## config.mk

```make
export PLATFORM = sky130hd
export DESIGN_NAME = masked_depth_minmax_normalize
export DESIGN_NICKNAME = d
export VERILOG_FILES = /design/src/rtl/mdmn_pkg.sv /design/src/rtl/mdmn_fifo.sv /design/src/rtl/mdmn_front.sv /design/src/rtl/mdmn_back.sv /design/src/rtl/masked_depth_minmax_normalize.sv
export VERILOG_INCLUDE_DIRS = /design/src /design/src/rtl
export SDC_FILE = /design/constraint.sdc
export NUM_CORES = 1
export LEC_CHECK = 0
export ABC_AREA = 1
export BUFFER_PORTS_ARGS = -buffer_cell sky130_fd_sc_hd__buf_2
export CAP_MARGIN = 10
export CORE_MARGIN = 2
export CORE_UTILIZATION = 36
export CTS_CLUSTER_SIZE = 20
export DETAILED_ROUTE_END_ITERATION = 10
export SLEW_MARGIN = 20
export SYNTH_ARGS = -nofsm -noshare
export SYNTH_HDL_FRONTEND = slang
export SYNTH_SLANG_ARGS = --single-unit
export TNS_END_PERCENT = 1
```

## constraint.sdc

```tcl
create_clock -name clk -period 3.7 [get_ports clk]
set_input_delay 0.37 -clock clk [delete_from_list [all_inputs] [get_ports clk]]
set_output_delay 0.37 -clock clk [all_outputs]
set_load 0.03 [all_outputs]
```

## src/rtl/masked_depth_minmax_normalize_assert.svh

```systemverilog
// assertion macros shared by the masked depth normalize block
`ifndef MASKED_DEPTH_MINMAX_NORMALIZE_ASSERT_SVH
`define MASKED_DEPTH_MINMAX_NORMALIZE_ASSERT_SVH

`ifndef SYNTHESIS
`define MDMN_ASSERT(lbl, clk, rst_n, prop) \
	lbl: assert property (@(posedge clk) disable iff (!rst_n) prop) \
	else $error("mdmn assertion failed");
`define MDMN_ASSERT_NEXT(lbl, clk, rst_n, ante, cons) \
	lbl: assert property (@(posedge clk) disable iff (!rst_n) ante |=> cons) \
	else $error("mdmn assertion failed");
`else
`define MDMN_ASSERT(lbl, clk, rst_n, prop)
`define MDMN_ASSERT_NEXT(lbl, clk, rst_n, ante, cons)
`endif

`endif

```

## src/rtl/mdmn_pkg.sv

```systemverilog
// shared constants and types of the masked depth normalize block
package mdmn_pkg;

	localparam int DEPTH_BITS_DEF = 24;
	localparam int FIFO_DEPTH_DEF = 4;

	// quotient of the divider is one byte
	localparam int QBITS = 8;
	localparam int CNT_W = 3;
	localparam logic [QBITS-1:0] BYTE_MAX = 8'd255;
	localparam logic [QBITS-1:0] BYTE_ZERO = 8'd0;

	typedef enum logic [1:0] {
		BK_IDLE,
		BK_DIV,
		BK_DONE
	} bk_state_t;

endpackage

```

## src/rtl/mdmn_fifo.sv

```systemverilog
// small request queue between the front and back parts
`include "masked_depth_minmax_normalize_assert.svh"

module mdmn_fifo import mdmn_pkg::*; #(
	parameter int WIDTH = 8,
	parameter int DEPTH = FIFO_DEPTH_DEF
) (
	input  logic             clk,
	input  logic             arst_n,
	input  logic             push,
	input  logic [WIDTH-1:0] wdata,
	output logic             full,
	input  logic             pop,
	output logic [WIDTH-1:0] rdata,
	output logic             empty
);

	localparam int AW = $clog2(DEPTH);

	logic [WIDTH-1:0] mem_q [DEPTH];
	logic [AW:0]      wr_q;
	logic [AW:0]      rd_q;

	assign empty = (wr_q == rd_q);
	assign full  = (wr_q[AW] != rd_q[AW]) && (wr_q[AW-1:0] == rd_q[AW-1:0]);
	assign rdata = mem_q[rd_q[AW-1:0]];

	always_ff @(posedge clk) begin
		if (push) begin
			mem_q[wr_q[AW-1:0]] <= wdata;
		end
	end

	always_ff @(posedge clk or negedge arst_n) begin
		if (!arst_n) begin
			wr_q <= '0;
			rd_q <= '0;
		end else begin
			if (push) begin
				wr_q <= wr_q + 1'b1;
			end
			if (pop) begin
				rd_q <= rd_q + 1'b1;
			end
		end
	end

	`MDMN_ASSERT(a_no_overflow, clk, arst_n, !(push && full))
	`MDMN_ASSERT(a_no_underflow, clk, arst_n, !(pop && empty))

endmodule

```

## src/rtl/mdmn_front.sv

```systemverilog
// front part: scan-pass min/max tracking and normalize-pass classification
module mdmn_front import mdmn_pkg::*; #(
	parameter int DEPTH_BITS = DEPTH_BITS_DEF
) (
	input  logic                  clk,
	input  logic                  arst_n,
	input  logic                  s_tvalid,
	output logic                  s_tready,
	input  logic                  command,
	input  logic [DEPTH_BITS-1:0] depth_value,
	input  logic                  mask_on,
	input  logic                  last_pixel,
	input  logic                  q_full,
	output logic                  q_push,
	output logic                  ent_direct,
	output logic [QBITS-1:0]      ent_byte,
	output logic [DEPTH_BITS-1:0] ent_diff,
	output logic [DEPTH_BITS-1:0] ent_range,
	output logic                  ent_last
);

	logic [DEPTH_BITS-1:0] run_min_q, run_max_q, held_min_q, held_range_q;
	logic                  run_found_q, held_valid_q;

	logic                  acc, upd;
	logic [DEPTH_BITS-1:0] nmin, nmax;
	logic                  nfound, frame_ok;
	logic [DEPTH_BITS:0]   diff_w;
	logic                  le_min, ge_range, pass;

	assign s_tready = !q_full;
	assign acc      = s_tvalid && s_tready;

	// scan pass: a pixel counts when masked and depth above zero
	assign upd      = mask_on && (depth_value != '0);
	assign nmin     = (upd && (depth_value < run_min_q)) ? depth_value : run_min_q;
	assign nmax     = (upd && (depth_value > run_max_q)) ? depth_value : run_max_q;
	assign nfound   = run_found_q || upd;
	assign frame_ok = nfound && (nmax > nmin);

	// normalize pass: sort out the cases that need no division
	assign diff_w   = {1'b0, depth_value} - {1'b0, held_min_q};
	assign le_min   = diff_w[DEPTH_BITS] || (diff_w[DEPTH_BITS-1:0] == '0);
	assign ge_range = (diff_w[DEPTH_BITS-1:0] >= held_range_q);
	assign pass     = mask_on && held_valid_q;

	assign q_push     = acc && command;
	assign ent_direct = !pass || le_min || ge_range;
	assign ent_byte   = (pass && le_min) ? BYTE_MAX : BYTE_ZERO;
	assign ent_diff   = diff_w[DEPTH_BITS-1:0];
	assign ent_range  = held_range_q;
	assign ent_last   = last_pixel;

	always_ff @(posedge clk or negedge arst_n) begin
		if (!arst_n) begin
			run_min_q    <= '1;
			run_max_q    <= '0;
			run_found_q  <= 1'b0;
			held_min_q   <= '0;
			held_range_q <= '0;
			held_valid_q <= 1'b0;
		end else if (acc && !command) begin
			if (last_pixel) begin
				held_valid_q <= frame_ok;
				held_min_q   <= frame_ok ? nmin : '0;
				held_range_q <= frame_ok ? (nmax - nmin) : '0;
				run_min_q    <= '1;
				run_max_q    <= '0;
				run_found_q  <= 1'b0;
			end else begin
				run_min_q   <= nmin;
				run_max_q   <= nmax;
				run_found_q <= nfound;
			end
		end
	end

endmodule

```

## src/rtl/mdmn_back.sv

```systemverilog
// back part: restoring divider, byte inversion and output register
`include "masked_depth_minmax_normalize_assert.svh"

module mdmn_back import mdmn_pkg::*; #(
	parameter int DEPTH_BITS = DEPTH_BITS_DEF
) (
	input  logic                  clk,
	input  logic                  arst_n,
	input  logic                  q_empty,
	output logic                  q_pop,
	input  logic                  ent_direct,
	input  logic [QBITS-1:0]      ent_byte,
	input  logic [DEPTH_BITS-1:0] ent_diff,
	input  logic [DEPTH_BITS-1:0] ent_range,
	input  logic                  ent_last,
	output logic                  m_tvalid,
	input  logic                  m_tready,
	output logic [QBITS-1:0]      depth_byte,
	output logic                  frame_end
);

	localparam int NW = DEPTH_BITS + QBITS;

	bk_state_t             state_q, state_d;
	logic [NW-1:0]         rem_q, dv_q;
	logic [DEPTH_BITS-1:0] range_q;
	logic [QBITS-1:0]      quo_q;
	logic [CNT_W-1:0]      cnt_q;
	logic                  last_q;
	logic                  out_valid_q, out_last_q;
	logic [QBITS-1:0]      out_byte_q;

	logic                  free, load_out, start_div, out_last_d, ge;
	logic [QBITS-1:0]      out_byte_d;
	logic [QBITS:0]        ceil_q;

	assign free   = !out_valid_q || m_tready;
	assign ge     = (rem_q >= dv_q);
	// ceiling: round up when the division left a remainder
	assign ceil_q = {1'b0, quo_q} + {{QBITS{1'b0}}, (rem_q != '0)};

	always_comb begin
		state_d    = state_q;
		q_pop      = 1'b0;
		load_out   = 1'b0;
		start_div  = 1'b0;
		out_byte_d = ent_byte;
		out_last_d = ent_last;
		unique case (state_q)
			BK_IDLE: begin
				if (!q_empty && free) begin
					q_pop = 1'b1;
					if (ent_direct) begin
						load_out = 1'b1;
					end else begin
						start_div = 1'b1;
						state_d   = BK_DIV;
					end
				end
			end
			BK_DIV: begin
				if (cnt_q == '0) begin
					state_d = BK_DONE;
				end
			end
			BK_DONE: begin
				out_byte_d = BYTE_MAX - ceil_q[QBITS-1:0];
				out_last_d = last_q;
				if (free) begin
					load_out = 1'b1;
					state_d  = BK_IDLE;
				end
			end
			default: begin
				state_d = BK_IDLE;
			end
		endcase
	end

	always_ff @(posedge clk or negedge arst_n) begin
		if (!arst_n) begin
			state_q     <= BK_IDLE;
			out_valid_q <= 1'b0;
		end else begin
			state_q <= state_d;
			if (load_out) begin
				out_valid_q <= 1'b1;
			end else if (m_tready) begin
				out_valid_q <= 1'b0;
			end
		end
	end

	// divider datapath: numerator diff*255, one quotient bit per cycle
	always_ff @(posedge clk) begin
		if (start_div) begin
			rem_q   <= {ent_diff, {QBITS{1'b0}}} - {{QBITS{1'b0}}, ent_diff};
			dv_q    <= {1'b0, ent_range, {(QBITS-1){1'b0}}};
			range_q <= ent_range;
			quo_q   <= '0;
			cnt_q   <= CNT_W'(QBITS - 1);
			last_q  <= ent_last;
		end else if (state_q == BK_DIV) begin
			if (ge) begin
				rem_q <= rem_q - dv_q;
			end
			quo_q <= {quo_q[QBITS-2:0], ge};
			dv_q  <= dv_q >> 1;
			cnt_q <= cnt_q - 1'b1;
		end
		if (load_out) begin
			out_byte_q <= out_byte_d;
			out_last_q <= out_last_d;
		end
	end

	assign m_tvalid   = out_valid_q;
	assign depth_byte = out_byte_q;
	assign frame_end  = out_last_q;

	`MDMN_ASSERT(a_rem_below_range, clk, arst_n,
		(state_q == BK_DONE) |-> (rem_q < {{QBITS{1'b0}}, range_q}))
	`MDMN_ASSERT(a_ceil_fits, clk, arst_n,
		(state_q == BK_DONE) |-> !ceil_q[QBITS])
	`MDMN_ASSERT_NEXT(a_div_to_done, clk, arst_n,
		(state_q == BK_DIV) && (cnt_q == '0), state_q == BK_DONE)

endmodule

```

## src/rtl/masked_depth_minmax_normalize.sv

```systemverilog
// top level of the masked depth min/max normalize block
//
// channel | dir | tdata (low bit up)               | tuser   | tlast
// s_*     | in  | depth_value, mask_on, zero pad   | command | last_pixel
// m_*     | out | depth_byte                       | -       | frame_end
//
// scan-pass requests never produce a result
// normalize requests that need no division leave at one per cycle while the sink takes them
// a request that needs the divide goes through these steps in the back part:
// one pop, eight restoring steps of the shared divider, one result load
// a four-entry queue lets the front keep scanning while the divider works
// reset restores all trackers and clears the held min/range; no clearing pass
module masked_depth_minmax_normalize import mdmn_pkg::*; #(
	parameter int DEPTH_BITS = DEPTH_BITS_DEF,
	parameter int FIFO_DEPTH = FIFO_DEPTH_DEF
) (
	input  logic         clk,
	input  logic         arst_n,
	input  logic         s_tvalid,
	output logic         s_tready,
	// depth_value [DEPTH_BITS-1:0], mask_on, zero pad to whole bytes
	input  logic [((DEPTH_BITS+8)/8)*8-1:0] s_tdata,
	// command
	input  logic         s_tuser,
	input  logic         s_tlast,
	output logic         m_tvalid,
	input  logic         m_tready,
	// depth_byte
	output logic [QBITS-1:0] m_tdata,
	output logic         m_tlast
);

	// queue entry: diff, range, byte, direct flag, last flag
	localparam int EW = 2 * DEPTH_BITS + QBITS + 2;

	logic                  q_full, q_empty, q_push, q_pop;
	logic [EW-1:0]         q_wdata, q_rdata;

	logic                  f_direct, f_last;
	logic [QBITS-1:0]      f_byte;
	logic [DEPTH_BITS-1:0] f_diff, f_range;

	logic                  b_direct, b_last;
	logic [QBITS-1:0]      b_byte;
	logic [DEPTH_BITS-1:0] b_diff, b_range;

	// front: tracks min/max in the scan pass, classifies normalize requests
	mdmn_front #(
		.DEPTH_BITS(DEPTH_BITS)
	) u_front (
		.clk        (clk),
		.arst_n     (arst_n),
		.s_tvalid   (s_tvalid),
		.s_tready   (s_tready),
		.command    (s_tuser),
		.depth_value(s_tdata[DEPTH_BITS-1:0]),
		.mask_on    (s_tdata[DEPTH_BITS]),
		.last_pixel (s_tlast),
		.q_full     (q_full),
		.q_push     (q_push),
		.ent_direct (f_direct),
		.ent_byte   (f_byte),
		.ent_diff   (f_diff),
		.ent_range  (f_range),
		.ent_last   (f_last)
	);

	assign q_wdata = {f_last, f_direct, f_byte, f_range, f_diff};

	// queue decouples the front from the divider
	mdmn_fifo #(
		.WIDTH(EW),
		.DEPTH(FIFO_DEPTH)
	) u_fifo (
		.clk   (clk),
		.arst_n(arst_n),
		.push  (q_push),
		.wdata (q_wdata),
		.full  (q_full),
		.pop   (q_pop),
		.rdata (q_rdata),
		.empty (q_empty)
	);

	assign b_diff   = q_rdata[DEPTH_BITS-1:0];
	assign b_range  = q_rdata[2*DEPTH_BITS-1:DEPTH_BITS];
	assign b_byte   = q_rdata[2*DEPTH_BITS+QBITS-1:2*DEPTH_BITS];
	assign b_direct = q_rdata[2*DEPTH_BITS+QBITS];
	assign b_last   = q_rdata[2*DEPTH_BITS+QBITS+1];

	// back: divides when needed and holds the result for the sink
	mdmn_back #(
		.DEPTH_BITS(DEPTH_BITS)
	) u_back (
		.clk       (clk),
		.arst_n    (arst_n),
		.q_empty   (q_empty),
		.q_pop     (q_pop),
		.ent_direct(b_direct),
		.ent_byte  (b_byte),
		.ent_diff  (b_diff),
		.ent_range (b_range),
		.ent_last  (b_last),
		.m_tvalid  (m_tvalid),
		.m_tready  (m_tready),
		.depth_byte(m_tdata),
		.frame_end (m_tlast)
	);

endmodule
```

## Word-level counts from Yosys, hierarchy flattened

Memory sizes are Yosys's and may differ from the RTL's.
Cells that the tools add are included.
W data, S select, Z words.

- Memories: 1
- Latch bits: 0
- Output and inout port bits: 11
- Logic and storage cells: 107
- ROM bits: 0
- RAM bits: 232
- Input port bits: 38
- Bits in registers: 191

- Bitwise operators: 0
- Equality and inequality tests: 9
- Reduce and logical (&&, ||, !) cells: 32
- Div/mod/pow operators: 0
- Muxes and demuxes: 33
- Shift-type cells: 0
- Multipliers: 0
- Add/sub/neg operators: 9
- Magnitude comparators: 5

Memories:

| memory | words | width | read ports | clocked after Yosys merged registers in | write ports | line | text |
|---|---|---|---|---|---|---|---|
| u_fifo.mem_q | 4 | 58 | 1 | 0 | 1 | mdmn_fifo.sv:20 | `logic [WIDTH-1:0] mem_q [DEPTH];` |

Operators with widths:

| operator | count |
|---|---|
| $mux W24 | 6 |
| $mux W32 | 3 |
| $mux W31 | 2 |
| $gt A24 B24 Y1 | 2 |
| $ge A32 B31 Y1 | 1 |
| $reduce_bool A32 Y1 | 1 |
| $sub A32 B24 Y32 | 1 |
| $sub A32 B31 Y32 | 1 |
| $sub A24 B24 Y25 | 1 |
| $ge A24 B24 Y1 | 1 |
| $logic_not A24 Y1 | 1 |
| $lt A24 B24 Y1 | 1 |
| $reduce_bool A24 Y1 | 1 |
| $sub A24 B24 Y24 | 1 |
| $mux W8 | 2 |
| $mux W1 | 14 |
| $logic_and A1 B1 Y1 | 11 |
| $add A8 B1 Y8 | 1 |
| $mux W2 | 4 |
| $sub A8 B8 Y8 const A | 1 |
| $add A3 B1 Y3 const B | 2 |
| $ne A2 B1 Y1 const B | 3 |
| $pmux W2 S3 | 1 |
| $reduce_bool A2 Y1 | 3 |
| 14 further kinds | 23 |

## Longest topological paths before layout

Gate-level depths: netlist of run 1.

- Depth after elaboration: 7
- Mapped depth: 26
- Mapped depth without buffers: 23

## Modules after synthesis

From an unflattened synthesis of run 1, not the netlist that was laid out.

- Cells, all modules: 3495
- Area total of the unflattened synthesis: 27418.8 µm²

Modules (own cells, without submodules):

| module | seq. area each (µm²) | instances | area each (µm²) | cells an instance |
|---|---|---|---|---|
| mdmn_fifo | 7116.8 | 1 | 9734.3 | 777 |
| mdmn_front | 2482.4 | 1 | 9658.0 | 1432 |
| mdmn_back | 2417.3 | 1 | 8026.4 | 1286 |

## Worst setup path after synthesis of run 1

No wires, ideal clock.

- Path kind: reg2reg
- From: reg u_front.run_min_q[23]
- To: reg u_front.held_min_q[22]
- Data arrival time: 3.777 ns
- Setup slack: -0.219 ns
- Data required time: 3.558 ns
- Setup time: 0.142 ns
- Stages on the path, launching flop included: 27
- Path buffers: 4
- Clock period less this slack: 3.919 ns
- Cell sequence: dfstp_2 > inv_1 > ha_1 > nand2_1 > nor2_1 > nand3_1 > nor4_1 > nand2_1 > nand3_1 > buf_2 > buf_4 > nand2_1 > nand2_1 > ha_1 > inv_1 > fa_1 > nand3_1 > nand2_1 > a21oi_1 > nor2_1 > nor2_1 > o21a_1 > nor2_4 > inv_2 > buf_6 > buf_6 > o22ai_2

- Word-level cells in the longest chain between the ends: 6

Ends and longest elaborated chain:

| item | line | text |
|---|---|---|
| from (decl) | mdmn_front.sv:22 | `logic [DEPTH_BITS-1:0] run_min_q, run_max_q, held_min_q, held_range_q;` |
| from (signal assigned) | mdmn_front.sv:71 | `run_min_q <= nmin;` |
| $lt A24 B24 Y1 | mdmn_front.sv:36 | `assign nmin = (upd && (depth_value < run_min_q)) ? depth_value : run_min_q;` |
| $logic_and A1 B1 Y1 | mdmn_front.sv:36 |  |
| $mux W24 * | mdmn_front.sv:36 |  |
| $gt A24 B24 Y1 | mdmn_front.sv:39 | `assign frame_ok = nfound && (nmax > nmin);` |
| $logic_and A1 B1 Y1 | mdmn_front.sv:39 |  |
| $mux W24 * | mdmn_front.sv:65 | `held_min_q <= frame_ok ? nmin : '0;` |
| to (signal assigned) | mdmn_front.sv:65 |  |
| to (decl) | mdmn_front.sv:22 |  |

Mark *: on every way between the ends. The rest lies on a longest branch, timed or not.
A chain may end at the register's enable or synchronous reset.

## Worst setup path in the final report of run 1

- From: reg u_front.run_min_q[19]
- To: reg u_front.held_min_q[23]

Same word-level chain as after synthesis.

==> metrics.csv, run 1 <==
metric,value,unit
run status,"finished, violations left",
violated checks,setup timing,
CTS buffer count,46,
area of the multi-input gates,11720,sq um
DIE AREA,70340,sq um
row cnt,95,
number of I/O pins,49,
post-synthesis instance area,24570,sq um
CP arrival,4.20,ns
number of flops mapped to enable cells by yosys,270,
"commonest cells after routing, fill and taps aside","nand2_1 (702), inv_1 (427), buf_4 (294), edfxtp_1 (270), o21ai_0 (247)",
grt ovf,0,
syn nets,3207,
PortBufs,41,
DR WL/cell,16.13,um
Iteration-0 DRC Markers,1410,
"Net count, final",3527,
number of vias per cell,4.961,
DRC Markers,0,
clock-pin slew on the worst setup and hold paths,0.06,ns
fraction of registers with async set or reset after synthesis,27.09,%
"Primary FF master, synth",edfxtp_1,
clk sinks,395,
crit path time final,3.750,ns
core footprint,67400,sq um
Post-Place Cells,4128,
synth warn,0,
critical path type,flip-flop to flip-flop,
Setup WS post-layout,-0.04967,ns
First-pass DRT Iterations,8,
Tightest Hold Check Type,input pin to flip-flop,
die height,265.2,um
number of synthesized register bits,395,
crit path capture type,flip-flop,
Syn Inst Count,2990,
Hold Fails Final Rpt,0,
Final GP Congestion,0.9658,
H-tree depth,2,
WP data required,4.15,ns
via count,20940,
Starting Density,36.45,%
clk_lat worst skew,0.61,ns
diode count,0,
register area,11180,sq um
Rel. slew slack,31.58,%
area grow syn2layout,21.72,%
worst-margin pin slew,1.024,ns
fillers,6634,
nature of the critical path startpoint,flip-flop,
Placed Instance Area,28070,sq um
critical path peak fanout,28,
sequential area share after synthesis,45.49,%
Max Freq,266.7,MHz
dpl hpwl,51210,um
# setup viols final,44,
chip width,265.2,um
"leading cell type in the layout, fill and taps excluded",nand2_1,
max-slew violation count,0,
Synth cell types,57,
RSZ-0062 raised after global routing,true,
Post-Layout Cell Count,4220,
Root Driver,clkbuf_16,
initial antenna violation count,0,
Hold Slack,0.1215,ns
share of cells above drive strength 1,16.61,%
CTS max path bufs,3,
Total GRT Usage,19.48,%
"Avg Cell Area, Syn",8.216,sq um
Final Skew,0.03264,ns
CTS tree,done,
maxcap violations,0,
Final Core Density,44.37,%
Tcrit/Tclk final,101.3,%
first-pass GRT wire length,108500,um
Antenna Nets Post-Route,0,
largest net degree at the start of global routing,91,
number of global-route vias before repair,20170,
final wirelength,68090,um
Post-Layout Inst Area,29900,sq um
==> stage by stage <==
stage	TNS [ns]	worst slack [ns]
after global routing	-15.05	-0.3536
after detailed placement	-28.08	-0.6169
after floorplan	-13.49	-0.08124
final	-1.309	-0.04967
after global placement	-25.25	-0.5519
after CTS	-2.490	-0.09275
==> final timing paths <==
kind                                  startpoint                endpoint  slack, ns  cells after the start
min                                     m_tready         u_back.m_tvalid       0.12                      4
max reg2reg                u_front.run_min_q[19]  u_front.held_min_q[23]      -0.05                     24
min in group asynchronous                 arst_n          u_fifo.wr_q[1]       0.41                      2
min reg2reg                 u_front.held_valid_q    u_front.held_valid_q       0.48                      2
max in group asynchronous                 arst_n          u_fifo.rd_q[0]       2.47                      3
max                        u_front.run_min_q[19]  u_front.held_min_q[23]      -0.05                     24
==> worst max-delay path, stage by stage (launching register included) <==
cell and delay, ns:
dfstp_2 0.52, inv_1 0.05, ha_1 0.28, a21oi_1 0.13, o21ai_0 0.09, nand2_1 0.06
o211ai_1 0.12, a21oi_1 0.15, buf_4 0.15, nand3_4 0.11, buf_12 0.18, buf_4 0.14
nand2_1 0.04, o21ai_1 0.07, ha_1 0.34, nand2_1 0.12, nor2_1 0.10, nand2_1 0.10
nor2_2 0.16, nand3_2 0.12, nand3_4 0.12, nor2_4 0.06, inv_4 0.11, buf_6 0.16
o22ai_1 0.09
==> logic make-up after synthesis <==
family / count (synthesis) / synth area share (%)
compound gates: 602 / 13.91
xor+xnor: 45 / 1.604
fa+ha+maj: 179 / 9.209
buf+inv: 518 / 8.302
flops: 395 / 45.49
mux: 3 / 0.1375
simple gates: 1248 / 21.34
==> state kept, by name, indices dropped and copies added, names as in the netlist, 2 cells and up <==
| name | count |
|---|---|
| u_fifo.mem_q | 204 |
| u_back.rem_q | 32 |
| u_back.dv_q | 31 |
| u_front.ent_range | 24 |
| u_front.held_min_q | 24 |
| u_front.run_max_q | 24 |
| u_front.run_min_q | 24 |
| u_back.depth_byte | 8 |
| u_back.quo_q | 8 |
| u_back.cnt_q | 3 |
| u_fifo.rd_q | 3 |
| u_fifo.wr_q | 3 |
| u_back.state_q | 2 |
==> synth_stat cells, types with 3 or more instances <==
cell / instances / area (sq um)
nand4_1: 34 / 212.7
edfxtp_1: 270 / 8108
dfxtp_1: 18 / 360.4
a21boi_0: 5 / 37.54
nor4_1: 15 / 93.84
buf_2: 18 / 90.09
nand3_1: 159 / 795.8
nor3_1: 19 / 95.09
buf_4: 8 / 60.06
buf_6: 5 / 56.30
inv_1: 433 / 1625
a21oi_1: 180 / 900.9
nand2_1: 712 / 2673
a31oi_1: 5 / 31.28
o21a_1: 13 / 97.59
dfstp_2: 24 / 630.6
xor2_1: 29 / 254.0
nor2_1: 246 / 923.4
nand3b_1: 16 / 120.1
a211oi_1: 4 / 30.03
xnor2_1: 16 / 140.1
o211ai_1: 12 / 90.09
o21ai_0: 269 / 1346
dfrtp_1: 83 / 2077
o22ai_2: 19 / 237.7
buf_1: 3 / 11.26
clkbuf_1: 47 / 176.4
nand2_2: 3 / 18.77
fa_1: 3 / 60.06
mux2_2: 3 / 33.78
ha_1: 176 / 2202
a21o_1: 9 / 67.56
a32oi_1: 11 / 96.34
o221ai_1: 3 / 26.28
o22ai_1: 49 / 306.5
o21bai_1: 4 / 30.03
or2_2: 6 / 37.54
o21ai_1: 13 / 65.06
and2_1: 27 / 168.9
==> cell type report <==
class	count	area share (%)
Multi-Input combinational cell	2077	39.18
Sequential cell	395	37.39
Timing Repair Buffer	353	9.226
Inverter	437	5.511
Clock buffer	56	4.109
Tap cell	873	3.653
Clock inverter	29	0.9331
==> metal layers <==
metal | track usage, % | wire [um] | vias to the layer above
met1 | 26.56 | 32000 | 9739
met3 | 2.185 | 2776 | 92
met4 | 4.840 | 1345 | 0
met5 | 0 | 0 | -
li1 | - | - | 10710
met2 | 33.06 | 31970 | 399
==> what timing repair did <==
| item | CTS | global route |
|---|---|---|
| gates resized for setup | 49 | 26 |
| hold buffers | 1 | 0 |
| setup endpoints to repair | 49 | 53 |
| hold endpoints to repair | 31 | 0 |
| pin swaps | 9 | 4 |
| setup buffers | 5 | 0 |
| gates cloned | 1 | 0 |
Power of run 1 is not shown: default switching activity piles up to over one toggle a cycle in this logic, so the estimate is an artifact.
==> run 2, diff against run 1 <==
--- a/config.mk
+++ b/config.mk
@@ -9,10 +9,12 @@
 export ABC_AREA = 1
 export BUFFER_PORTS_ARGS = -buffer_cell sky130_fd_sc_hd__buf_2
 export CAP_MARGIN = 10
-export CORE_MARGIN = 2
+export CORE_MARGIN = 3
 export CORE_UTILIZATION = 36
 export CTS_CLUSTER_SIZE = 20
 export DETAILED_ROUTE_END_ITERATION = 10
+export HOLD_SLACK_MARGIN = 0.12
+export MAX_ROUTING_LAYER = met4
 export SLEW_MARGIN = 20
 export SYNTH_ARGS = -nofsm -noshare
 export SYNTH_HDL_FRONTEND = slang
==> run 2 against run 1 <==
The flow still finishes with violations (setup timing). Cell count grew 0.21%. Non-clock buffer count increased by 10. Die area increased by 1.5%. Design area grew 0.69%. Sequential share of layout area is 0.26 points lower. Core utilization is 0.31 points higher. Via count decreased by 0.43%. First-iteration DRC count grew 0.35%.
==> metrics.csv, run 2 (synthesis gave the netlist of run 1 again) <==
metric,value,unit,change
Tightest Hold Check Type,input pin to flip-flop,,
CTS tree,done,,
clock-pin slew on the worst setup and hold paths,0.06,ns,about the same
CTS max path bufs,3,,unchanged
violated checks,setup timing,,
number of vias per cell,4.929,,-0.64%
maxcap violations,0,,unchanged
final wirelength,68550,um,+0.68%
# setup viols final,24,,-45%
critical path type,flip-flop to flip-flop,,
dpl hpwl,52940,um,+3.4%
die height,267.2,um,+0.75%
diode count,0,,unchanged
fillers,6634,,unchanged
flop-to-flop setup slack,-0.02,ns,+0.03 ns
crit-path max cell delay,0.54,ns,+0.02 ns
initial antenna violation count,0,,unchanged
Starting Density,36.45,%,unchanged
max reg flops,204,,unchanged
RSZ-0062 raised after global routing,true,,
register area,11180,sq um,unchanged
Final GP Congestion,0.9203,,-4.7%
nature of the critical path startpoint,flip-flop,,
first-pass GRT wire length,110200,um,+1.6%
Antenna Nets Post-Route,0,,unchanged
"Slowest-stage cell, CP",dfstp_2,,
PortBufs,41,,unchanged
crit path time final,3.723,ns,-0.02644 ns
Max Freq,268.6,MHz,+0.71%
RR Endpoint,u_front.ent_range[2],,
DR WL/cell,16.21,um,+0.46%
clk_lat worst skew,0.62,ns,about the same
Post-Layout Cell Count,4229,,+0.21%
CTS buffer count,45,,-2.2%
WP data required,4.15,ns,about the same
core footprint,67400,sq um,unchanged
DRC Markers,0,,unchanged
r2r startpoint,u_front.run_min_q[17],,
"Net count, final",3536,,+0.26%
number of global-route vias before repair,20340,,+0.84%
Iteration-0 DRC Markers,1415,,+0.35%
Crit path max-delay family,compound AO/OA/AOI/OAI gates,,
First-pass DRT Iterations,6,,-2
Final Skew,0.04335,ns,+0.01072 ns
number of I/O pins,49,,unchanged
Setup WS post-layout,-0.02323,ns,+0.02644 ns
chip width,267.2,um,+0.75%
Tcrit/Tclk final,100.6,%,-0.71 points
crit-path cells,inv_2 > ha_4 > a21oi_2 > o21ai_1 > nand2_1 > o211ai_1 > a21oi_1 > buf_4 > nand3_4 > buf_6 > nand2_1 > o21ai_2 > ha_1 > buf_4 > nand3_2 > nand2_2 > a21oi_4 > nor2_1 > nor2_1 > o21a_1 > nor2_4 > inv_4 > buf_16 > o22ai_2,,
max-slew violation count,0,,unchanged
worst-margin pin slew,0.8251,ns,-0.1987 ns
Hold Fails Final Rpt,0,,unchanged
"commonest cells after routing, fill and taps aside","nand2_1 (701), inv_1 (421), buf_4 (298), edfxtp_1 (270), o21ai_0 (256)",,
share of cells above drive strength 1,17.04,%,+0.43 points
Total GRT Usage,20.14,%,+0.66 points
R2R depth,24,,unchanged
grt ovf,0,,unchanged
area of the multi-input gates,11780,sq um,+0.54%
Hold Slack,0.1703,ns,+0.04889 ns
Rel. slew slack,45.00,%,+13 points
H-tree depth,2,,unchanged
critical path peak fanout,14,,-50%
Critical Path Stages,24,,unchanged
Place WS,-0.5348,ns,+0.08214 ns
via count,20850,,-0.43%
"leading cell type in the layout, fill and taps excluded",nand2_1,,
run status,"finished, violations left",,
largest net degree at the start of global routing,54,,-41%
Worst Path Buf+Inv,6,,unchanged
crit path from,u_front.run_min_q[17],,
Setup crit end,u_front.ent_range[2],,
row cnt,95,,unchanged
Root Driver,clkbuf_16,,
clk sinks,395,,unchanged
CP arrival,4.17,ns,-0.03 ns
DIE AREA,71410,sq um,+1.5%
area grow syn2layout,22.56,%,
Post-Place Cells,4141,,+0.31%
crit path capture type,flip-flop,,
run 2: cell count changes in the layout (fill, tap and decap cells not counted), sizes merged:
cell	delta
buf	+9
bufinv	+1
clkbuf	+4
inv	-4
dlygate4sd3	+1
clkinvlp	-2
run 2: worst min path at each step:
stage	to	slack, ns	cells past startpoint	start
after detailed placement	u_front.held_valid_q	0.47	2	u_front.held_valid_q
after global placement	u_front.held_valid_q	0.47	2	u_front.held_valid_q
after floorplan	u_back.m_tvalid	0.07	0	arst_n
after global routing	u_fifo.mem_q[0][57]	0.15	1	s_tlast
final	u_fifo.mem_q[0][57]	0.17	1	s_tlast
after CTS	u_fifo.mem_q[0][57]	0.14	1	s_tlast
run 2: timing repair:
item | in CTS | in global routing
setup endpoints to repair | 49 | 60
resized for setup | 59 | 21
gates cloned | 1 | 0
endpoints found under the hold margin | 41 | 0
hold buffers | 2 | 0
pin swaps | 15 | 4
buffers inserted | 1 | 0
run 2: final cells by class:
type                    instances  share of cell area (%)
inverters                     437                   5.473
flip-flops and latches        395                   37.13
clock buffers                  60                   3.994
well taps                     873                   3.628
repair buffers                363                   9.641
multi-input cells            2077                   39.12
clock inverters                24                   1.010
run 2: layer usage:
metal / up-vias / GRT usage [%] / part of all wire [%]
met5: - / - / 0
met4: 0 / 5.394 / 2.4
met3: 94 / 1.994 / 3.7
met2: 417 / 32.69 / 47
met1: 9618 / 27.03 / 47
li1: 10720 / - / -
run 2: metrics by stage:
stage	utilization (%)	TNS [ns]	cell area [sq um]
5_1_grt	44.67	-14.17	30110
3_3_place_gp	41.87	-22.74	28220
2_1_floorplan	-	-13.49	24680
6_report	44.67	-0.2454	30110
4_1_cts	44.54	-0.9393	30020
3_5_place_dp	41.87	-24.30	28220
Power of run 2 is left out for the same reason.
